===== src/sv/spq_pkg.sv =====
// Package for the sorted priority queue: sizes, codes and beat types.
package spq_pkg;

   localparam int CAPACITY = 16;
   localparam int CNT_W    = $clog2(CAPACITY + 1);
   localparam int VAL_W    = 32;

   localparam logic KIND_INSERT = 1'b0;
   localparam logic KIND_REMOVE = 1'b1;

   typedef enum logic [1:0] {
      STATUS_OK    = 2'd0,
      STATUS_FULL  = 2'd1,
      STATUS_EMPTY = 2'd2
   } status_type;

   typedef enum logic [1:0] {
      OP_HOLD,
      OP_INSERT,
      OP_REMOVE
   } op_type;

   typedef struct packed {
      logic                    kind;
      logic signed [VAL_W-1:0] value;
   } req_type;

   typedef struct packed {
      logic signed [VAL_W-1:0] removed_value;
      status_type              status;
   } rsp_type;

   typedef struct packed {
      op_type                  op;
      logic signed [VAL_W-1:0] value;
   } ctl_type;

endpackage


===== src/sv/spq_cell.sv =====
// One storage cell of the sorted chain: compares, shifts up on insert, down on remove.
module spq_cell import spq_pkg::*; (
   input  logic                    clock,
   input  ctl_type                 ctl,
   input  logic                    used,
   input  logic                    left_flag,
   input  logic signed [VAL_W-1:0] left_val,
   input  logic signed [VAL_W-1:0] right_val,
   output logic signed [VAL_W-1:0] val,
   output logic                    flag
);

   logic signed [VAL_W-1:0] val_ff;
   logic signed [VAL_W-1:0] val_in;

   // flag: new value belongs at or below this cell; free cells count as +inf
   assign flag = !used || (ctl.value <= val_ff);
   assign val  = val_ff;

   always_comb begin
      val_in = val_ff;
      case (ctl.op)
         OP_INSERT: begin
            if (left_flag) begin
               val_in = left_val;
            end else if (flag) begin
               val_in = ctl.value;
            end
         end
         OP_REMOVE: val_in = right_val;
         OP_HOLD:   val_in = val_ff;
         default:   val_in = val_ff;
      endcase
   end

   always_ff @(posedge clock) begin
      val_ff <= val_in;
   end

endmodule


===== src/sv/sorted_priority_queue.sv =====
// Top level of the sorted min-priority queue built as a chain of compare-and-shift cells.
//
// Usage:
//   Drive req_data and raise start; a beat is taken at a clock edge where start
//   is high and busy is low. busy stays low, so one insert or remove can be
//   taken every cycle.
//   Insert (kind 0) places the value ahead of all stored values that are
//   greater or equal; every cell compares against the new value in parallel
//   and the larger ones shift up one cell. Remove (kind 1) returns the
//   smallest value from cell 0 and every cell takes its upper neighbor.
//   Each beat gives exactly one result: rsp_strobe is high for one cycle, the
//   cycle after the request edge (throughput 1 per cycle), with
//   rsp_data holding removed_value and status (ok, full, empty).
//   A full insert or an empty remove leaves the queue unchanged and returns
//   zero in removed_value.
//   The receiver cannot stall: a result is gone after its one cycle.
//   Reset empties the queue (count to zero) and clears the strobe; cell
//   contents are not cleared and are only read below the count.
module sorted_priority_queue import spq_pkg::*; (
   input  logic    clock,
   input  logic    reset,
   input  logic    start,
   output logic    busy,
   input  req_type req_data,
   output logic    rsp_strobe,
   output rsp_type rsp_data
);

   logic [CNT_W-1:0] count_ff;
   logic [CNT_W-1:0] count_in;
   logic             rsp_strobe_ff;
   logic             rsp_strobe_in;
   rsp_type          rsp_ff;
   rsp_type          rsp_in;
   ctl_type          ctl;
   logic             accept;
   logic             is_full;
   logic             is_empty;

   logic signed [VAL_W-1:0] cell_val  [CAPACITY];
   logic                    cell_flag [CAPACITY];

   assign busy     = 1'b0;
   assign accept   = start && !busy;
   assign is_full  = (count_ff == CNT_W'(CAPACITY));
   assign is_empty = (count_ff == '0);

   always_comb begin
      ctl.value     = req_data.value;
      ctl.op        = OP_HOLD;
      count_in      = count_ff;
      rsp_strobe_in = accept;
      rsp_in        = rsp_ff;
      if (accept) begin
         rsp_in.removed_value = '0;
         rsp_in.status        = STATUS_OK;
         if (req_data.kind == KIND_INSERT) begin
            if (is_full) begin
               rsp_in.status = STATUS_FULL;
            end else begin
               ctl.op   = OP_INSERT;
               count_in = count_ff + CNT_W'(1);
            end
         end else begin
            if (is_empty) begin
               rsp_in.status = STATUS_EMPTY;
            end else begin
               ctl.op               = OP_REMOVE;
               rsp_in.removed_value = cell_val[0];
               count_in             = count_ff - CNT_W'(1);
            end
         end
      end
   end

   for (genvar i = 0; i < CAPACITY; i++) begin : g_cell
      logic                    left_flag;
      logic signed [VAL_W-1:0] left_val;
      logic signed [VAL_W-1:0] right_val;

      if (i == 0) begin : g_first
         assign left_flag = 1'b0;
         assign left_val  = cell_val[i];
      end else begin : g_mid
         assign left_flag = cell_flag[i-1];
         assign left_val  = cell_val[i-1];
      end

      if (i == CAPACITY - 1) begin : g_last
         assign right_val = cell_val[i];
      end else begin : g_inner
         assign right_val = cell_val[i+1];
      end

      spq_cell u_cell (
         .clock     (clock),
         .ctl       (ctl),
         .used      (count_ff > CNT_W'(i)),
         .left_flag (left_flag),
         .left_val  (left_val),
         .right_val (right_val),
         .val       (cell_val[i]),
         .flag      (cell_flag[i])
      );
   end

   always_ff @(posedge clock) begin
      if (reset) begin
         count_ff      <= '0;
         rsp_strobe_ff <= 1'b0;
      end else begin
         count_ff      <= count_in;
         rsp_strobe_ff <= rsp_strobe_in;
      end
      rsp_ff <= rsp_in;
   end

   assign rsp_strobe = rsp_strobe_ff;
   assign rsp_data   = rsp_ff;

   a_count_range: assert property (@(posedge clock) disable iff (reset)
      count_ff <= CNT_W'(CAPACITY))
      else $error("queue count beyond capacity");

   a_one_result: assert property (@(posedge clock) disable iff (reset)
      accept |=> rsp_strobe)
      else $error("accepted beat gave no result");

   a_fail_zero: assert property (@(posedge clock) disable iff (reset)
      rsp_strobe && rsp_data.status != STATUS_OK |-> rsp_data.removed_value == '0)
      else $error("failed beat returned a value");

   a_fail_holds: assert property (@(posedge clock) disable iff (reset)
      rsp_strobe && rsp_data.status != STATUS_OK |-> $stable(count_ff))
      else $error("failed beat changed the count");

   a_full_status: assert property (@(posedge clock) disable iff (reset)
      accept && req_data.kind == KIND_INSERT && is_full |=> rsp_data.status == STATUS_FULL)
      else $error("insert at capacity not reported full");

endmodule


===== config.mk =====
export PLATFORM = sky130hd
export DESIGN_NAME = sorted_priority_queue
export DESIGN_NICKNAME = d
export VERILOG_FILES = /design/src/sv/spq_pkg.sv /design/src/sv/spq_cell.sv /design/src/sv/sorted_priority_queue.sv
export SDC_FILE = /design/constraint.sdc
export NUM_CORES = 2
export LEC_CHECK = 0
export ABC_AREA = 1
export BUFFER_PORTS_ARGS = -buffer_cell sky130_fd_sc_hd__buf_4
export CAP_MARGIN = 40
export CORE_UTILIZATION = 55
export DETAILED_ROUTE_END_ITERATION = 12
export PLACE_DENSITY = 0.68
export SYNTH_ARGS = -nofsm -noshare
export SYNTH_HDL_FRONTEND = slang
export SYNTH_HIERARCHICAL = 1
export SYNTH_SLANG_ARGS = --single-unit

===== constraint.sdc =====
create_clock -name clock -period 10.6 [get_ports clock]
set_input_delay 0.53 -clock clock [delete_from_list [all_inputs] [get_ports clock]]
set_output_delay 0.53 -clock clock [all_outputs]
set_load 0.02 [all_outputs]

# ---- Yosys cells after proc, flatten, opt, wreduce, memory -nomap -nowiden
# Index checks and enable logic that the tools add are counted.
dict set report word_totals {
  latchBits 0
  out_inout_bits 36
  mem_bits_rw 0
  input_bits 36
  rom_bits 0
  n_memories 0
  wordCells 184
  ff_bits 552
}
dict set report op_classes {
  muxes 56
  addsub 2
  n_div 0
  n_shift 0
  multipliers 0
  n_bitwise 1
  eq_ne 20
  order_cmp 32
  n_reduce_logical 53
}
# operator count
set op_table {}
lappend op_table {{$mux W32} 31}
lappend op_table {{$pmux W32 S2} 15}
lappend op_table {{$le A32 B32 Y1} 16}
lappend op_table {{$gt A5 B4 Y1 const B} 8}
lappend op_table {{$ne A3 B1 Y1 const B} 12}
lappend op_table {{$reduce_and A2 Y1} 16}
lappend op_table {{$gt A5 B3 Y1 const B} 4}
lappend op_table {{$logic_not A1 Y1} 16}
lappend op_table {{$logic_or A1 B1 Y1} 16}
lappend op_table {{$mux W5} 3}
lappend op_table {{$gt A5 B1 Y1 const B} 2}
lappend op_table {{$gt A5 B2 Y1 const B} 2}
lappend op_table {{$mux W2} 5}
lappend op_table {{$ne A3 B2 Y1 const B} 2}
lappend op_table {{$add A5 B1 Y5 const B} 1}
lappend op_table {{$eq A5 B5 Y1 const B} 1}
lappend op_table {{$logic_not A5 Y1} 1}
lappend op_table {{$sub A5 B1 Y5 const B} 1}
lappend op_table {{$ne A2 B2 Y1 const B} 2}
lappend op_table {{$reduce_bool A2 Y1} 2}
lappend op_table {{$reduce_and A3 Y1} 1}
lappend op_table {{$eq A2 B1 Y1 const B} 1}
lappend op_table {{$eq A2 B2 Y1 const B} 1}
lappend op_table {{$mux W1} 2}
lappend op_table {{3 further kinds} 3}

# ---- Longest topological paths before layout
dict set report depth {
  depth_word 7
  ltp_mapped 20
  depth_no_buf 19
}

# ---- By module
# Netlist, hierarchy kept.
# mod area_per_inst_um2 n_inst cells_each seq_area_each_um2
set modules_own_cells {}
lappend modules_own_cells {spq_cell 2504.9 16 327 960.9}
lappend modules_own_cells {sorted_priority_queue 1998.2 1 213 1141.1}

# ---- Worst setup path after synthesis
# No wires, ideal clock.
dict set report synth_path {
  path_kind {flip-flop to flip-flop}
  start {register count_ff[0]}
  end {register g_cell[0].u_cell.val_ff[0] (enable)}
  t_arrival_ps 3338
  path_buffers 3
  setup_time_ps 389
  synth_period_minus_slack_ps 3727
  required_time_ps 10211
  slack_ps 6873
  path_stages_with_launch 11
  path_cell_list {dfxtp_1 -> inv_1 -> ha_1 -> nand3_2 -> nand2_4 -> buf_6 -> nor2_1 -> nand2_1 -> buf_4 -> buf_2 -> nand2_1}
}
# element line_no
set synth_lines {}
lappend synth_lines {{from (decl)} sorted_priority_queue.sv:29} ;# logic [CNT_W-1:0] count_ff;
lappend synth_lines {{from (signal assigned)} sorted_priority_queue.sv:112} ;# count_ff <= count_in;
lappend synth_lines {{to (signal assigned)} spq_cell.sv:37} ;# val_ff <= val_in;
lappend synth_lines {{to (decl)} spq_cell.sv:13} ;# logic signed [VAL_W-1:0] val_ff;

==> results by stage <==
Power and ir drop:
- The switching component of the power is 3.29 mW.
- The part of the total power dissipated in the clock network is 25.8%.
- The internal cell power is 5.55 mW.
- The power density normalized to cell area is 195 mW/mm².
- The worst-case IR drop observed on VDD is 0.000126 V.
- The power consumption is 8.84 mW.
- The power share of the sequential group is 39.8%.
- The leakage power figure is 21.8 nW.
- The proportion of total power due to net switching is 37.2%.
- Combinational cells account for 34.4% of the total power.

Synth:
- The Yosys step of the flow raised 6 warnings.
- The netlist area before placement is 0.0421 mm².
- The post-synthesis area per instance is 7.73 µm².
- Synthesis handed over a netlist of 5444 instances.

Drt:
- The DRC violation count after routing is 0.
- For this block, the routed nets add up to 116000 µm of wire.
- The detailed router finished its first iteration with 3025 violations.
- The number of vias per cell after detailed routing is 5.64.
- The average wire per standard cell is 18.1 µm.
- In this run the remaining antenna-violating nets after routing total 0.
- The first detailed-routing pass ran for 5 iterations.
- For this block, the via count after detailed routing is 36300.

Worst setup path:
- For the worst setup path, the data arrival time is 4.53 ns.
- The worst setup path is captured at a flop.
- The depth of the most critical reg-to-reg path is 14.
- The critical path is of the reg -> reg type.
- The worst register-to-register path ends at g_cell[2].u_cell/val[4].
- The startpoint type of the worst setup path is a flop.
- The signal on the critical path passes through inv_1 -> ha_1 -> nand2_1 -> nor2_1 -> nand4_1 -> nor2_1 -> a21boi_0 -> nand3_1 -> buf_4 -> inv_2 -> nand4_1 -> nand2_1 -> nand2_1 -> buf_4.
- The startpoint identified for the worst register-to-register timing path is g_cell[1].u_cell/val[7].
- Along the worst path, the maximum fanout reaches 33.
- The library cell appearing most often on the critical path is sky130_fd_sc_hd__nand2_1.
- The longest individual stage delay on the worst path is 0.49 ns.
- The data required time of the worst path is 10.86 ns.
- The register-to-register setup slack is 6.33 ns.
- The critical path's slowest cell is sky130_fd_sc_hd__nand2_1.

Placement:
- The count of buffers added on input and output ports is 70.
- Once placement finished, the instance area stood at 0.0433 mm².
- The post-placement worst setup slack is 6.08 ns.
- The weighted congestion reported at the end of routability-driven placement is 0.884.
- Once detailed placement completed, the half-perimeter wirelength came to 84800 µm.

Run:
- Across the run, the number of max-cap violations was 0.

STA:
- For the final routed database, the setup TNS stands at 0 ns.
- At the pin with the least slew margin, the transition time is 0.758 ns.
- Derived from the worst setup path, the maximum achievable clock frequency is 234 MHz.
- Across the routed clock network, the largest skew measured is 0.0285 ns.
- The post-route fraction of the period consumed by the critical path is 40.3%.
- Setup repair after global routing left no endpoint under its margin.
- Setup violations remaining at the end of the flow were counted as 0.
- The number of max-slew violations in the final report is 0.
- The number of hold-slack violations in the final timing report is 0.
- The normalized max-slew margin is 49.5%.
- Once routing completed, OpenROAD measured the worst setup slack at 6.33 ns.
- The minimum period implied by the final worst setup slack is 4.27 ns.

Min path:
- The path type of the worst min-delay path is in -> reg.
- The worst hold path stage count is 2.
- In this run the most critical hold path is launched from reset.
- The worst hold endpoint is count_ff[0].

Die:
- In this run the horizontal extent of the chip is 279 µm.
- The die boundary height is 279 µm.
- For this configuration, the core starts out at a cell density of 55.5%.
- The number of standard-cell rows in the floorplan is 101.
- The die covers 0.0776 mm².
- The region available for standard cell placement spans 0.0758 mm².
- The I/O pin total is 72.

Finish:
- The layout overhead on the synthesized area is 7.99%.
- The proportion of layout cells with a drive suffix above 1 is 7.51%.
- Once layout is done, the placed cells without fillers occupy 0.0454 mm².
- The count of fill cells added during filler insertion is 6957.
- The net total in the final layout is 5967.
- At the end of the flow the core is filled with cells to 59.9%.

Clock tree:
- The later-pin clock latency in the skew report is 0.61 ns.
- After clock tree synthesis, the repair step resized 0 gates.
- The number of setup buffers added after CTS is 0.
- In this run the number of H-tree levels came out at 3.
- The hold buffer count at CTS is 0.
- In this run, CTS created clock tree buffers numbering 67.
- The clock tree root driver cell is sky130_fd_sc_hd__clkbuf_16.
- The clock edge transition at the registers on the reported setup and hold paths is 0.06 ns.
- The clock tree buffer depth is 3.
- TritonCTS built the clock tree.
- The clock net sink count is 552.

Outcome:
- The run finished with clean final reports.

Global route:
- Global routing used 29.9% of the available tracks.
- Global routing finished with a remaining overflow of 0.
- The first global-routing pass estimated 186000 µm of wire.
- Entering global routing, the biggest net connects 66 pins.
- The number of global-route vias before repair came to 34300.
- The initial antenna violation count is 1.
[power by group through the flow]
stage,Sequential (mW),Combinational (mW),Clock (mW)
3_3_place_gp,3.55,2.88,0
5_1_grt,3.57,3.46,2.38
6_report,3.51,3.04,2.28
3_5_place_dp,3.55,3.01,0
2_1_floorplan,3.40,2.25,0
4_1_cts,3.51,3.02,2.31
[state kept, by name (all words and copies together), names as in the netlist]
name,count
rsp_strobe,1
g_cell.u_cell/val,512
rsp_data,34
count_ff,5
[through the flow]
stage	hold slack (ns)	instances
after global routing	0.0970	6442
after global placement	0.526	6313
final	0.107	6442
after CTS	0.0824	6441
after floorplan	0.496	5445
after detailed placement	0.536	6323
[worst max-delay path: cells and delay by family (launching register included)]
kind | cells | cell delay, ns
DFF | 1 | 0.42
and+or+nand+nor | 8 | 1.69
AOI/OAI and AO/OA | 1 | 0.21
buffers and inverters | 4 | 1.25
adders and majority gates | 1 | 0.29
[worst max-delay path by stage]
stage,startpoint,end,cells after the start
2_1_floorplan,count_ff[0],g_cell[0].u_cell/val[0],10
3_3_place_gp,req_data[3],g_cell[4].u_cell/val[24],19
3_5_place_dp,req_data[7],g_cell[2].u_cell/val[0],14
4_1_cts,g_cell[1].u_cell/val[7],g_cell[2].u_cell/val[4],14
5_1_grt,count_ff[0],g_cell[4].u_cell/val[26],10
6_report,g_cell[1].u_cell/val[7],g_cell[2].u_cell/val[4],14
[final cells by class]
| type | instances | area, µm² | share of cell area (%) |
|---|---|---|---|
| Timing Repair Buffer | 131 | 1120 | 2.47 |
| Clock buffer | 84 | 1830 | 4.02 |
| Multi-Input combinational cell | 3922 | 21700 | 47.7 |
| Antenna cell | 1 | 2.50 | 0.00551 |
| Inverter | 740 | 2780 | 6.12 |
| Clock inverter | 34 | 279 | 0.614 |
| Tap cell | 978 | 1220 | 2.69 |
| Sequential cell | 552 | 16500 | 36.4 |
[per-layer routing]
layer | track usage (%) | wire length (µm)
met5 | 0 | 0
met4 | 12.1 | 4650
met3 | 3.54 | 7230
met2 | 48.6 | 52200
met1 | 40.6 | 52200
[cell usage in the layout, fill, tap and decap left out, types with 4 or more instances in the layout]
| master | count |
|---|---|
| sky130_fd_sc_hd__nand4_1 | 35 |
| sky130_fd_sc_hd__a21o_1 | 16 |
| sky130_fd_sc_hd__edfxtp_1 | 546 |
| sky130_fd_sc_hd__clkbuf_16 | 71 |
| sky130_fd_sc_hd__nand3_1 | 52 |
| sky130_fd_sc_hd__nand2_2 | 34 |
| sky130_fd_sc_hd__inv_1 | 641 |
| sky130_fd_sc_hd__nand4_2 | 17 |
| sky130_fd_sc_hd__a21boi_0 | 16 |
| sky130_fd_sc_hd__nand2_1 | 1678 |
| sky130_fd_sc_hd__clkinv_2 | 9 |
| sky130_fd_sc_hd__nor2_4 | 4 |
| sky130_fd_sc_hd__o21a_1 | 16 |
| sky130_fd_sc_hd__clkbuf_1 | 13 |
| sky130_fd_sc_hd__ha_1 | 517 |
| sky130_fd_sc_hd__a21oi_1 | 227 |
| sky130_fd_sc_hd__clkinv_1 | 34 |
| sky130_fd_sc_hd__nor2_1 | 700 |
| sky130_fd_sc_hd__nor2_2 | 33 |
| sky130_fd_sc_hd__buf_16 | 4 |
| sky130_fd_sc_hd__buf_4 | 121 |
| sky130_fd_sc_hd__dfxtp_1 | 6 |
| sky130_fd_sc_hd__bufinv_16 | 5 |
| sky130_fd_sc_hd__o21a_2 | 16 |
| sky130_fd_sc_hd__a31oi_1 | 513 |
| sky130_fd_sc_hd__o21ai_0 | 38 |
| sky130_fd_sc_hd__inv_2 | 82 |
Power figures use the tool's default switching activity.
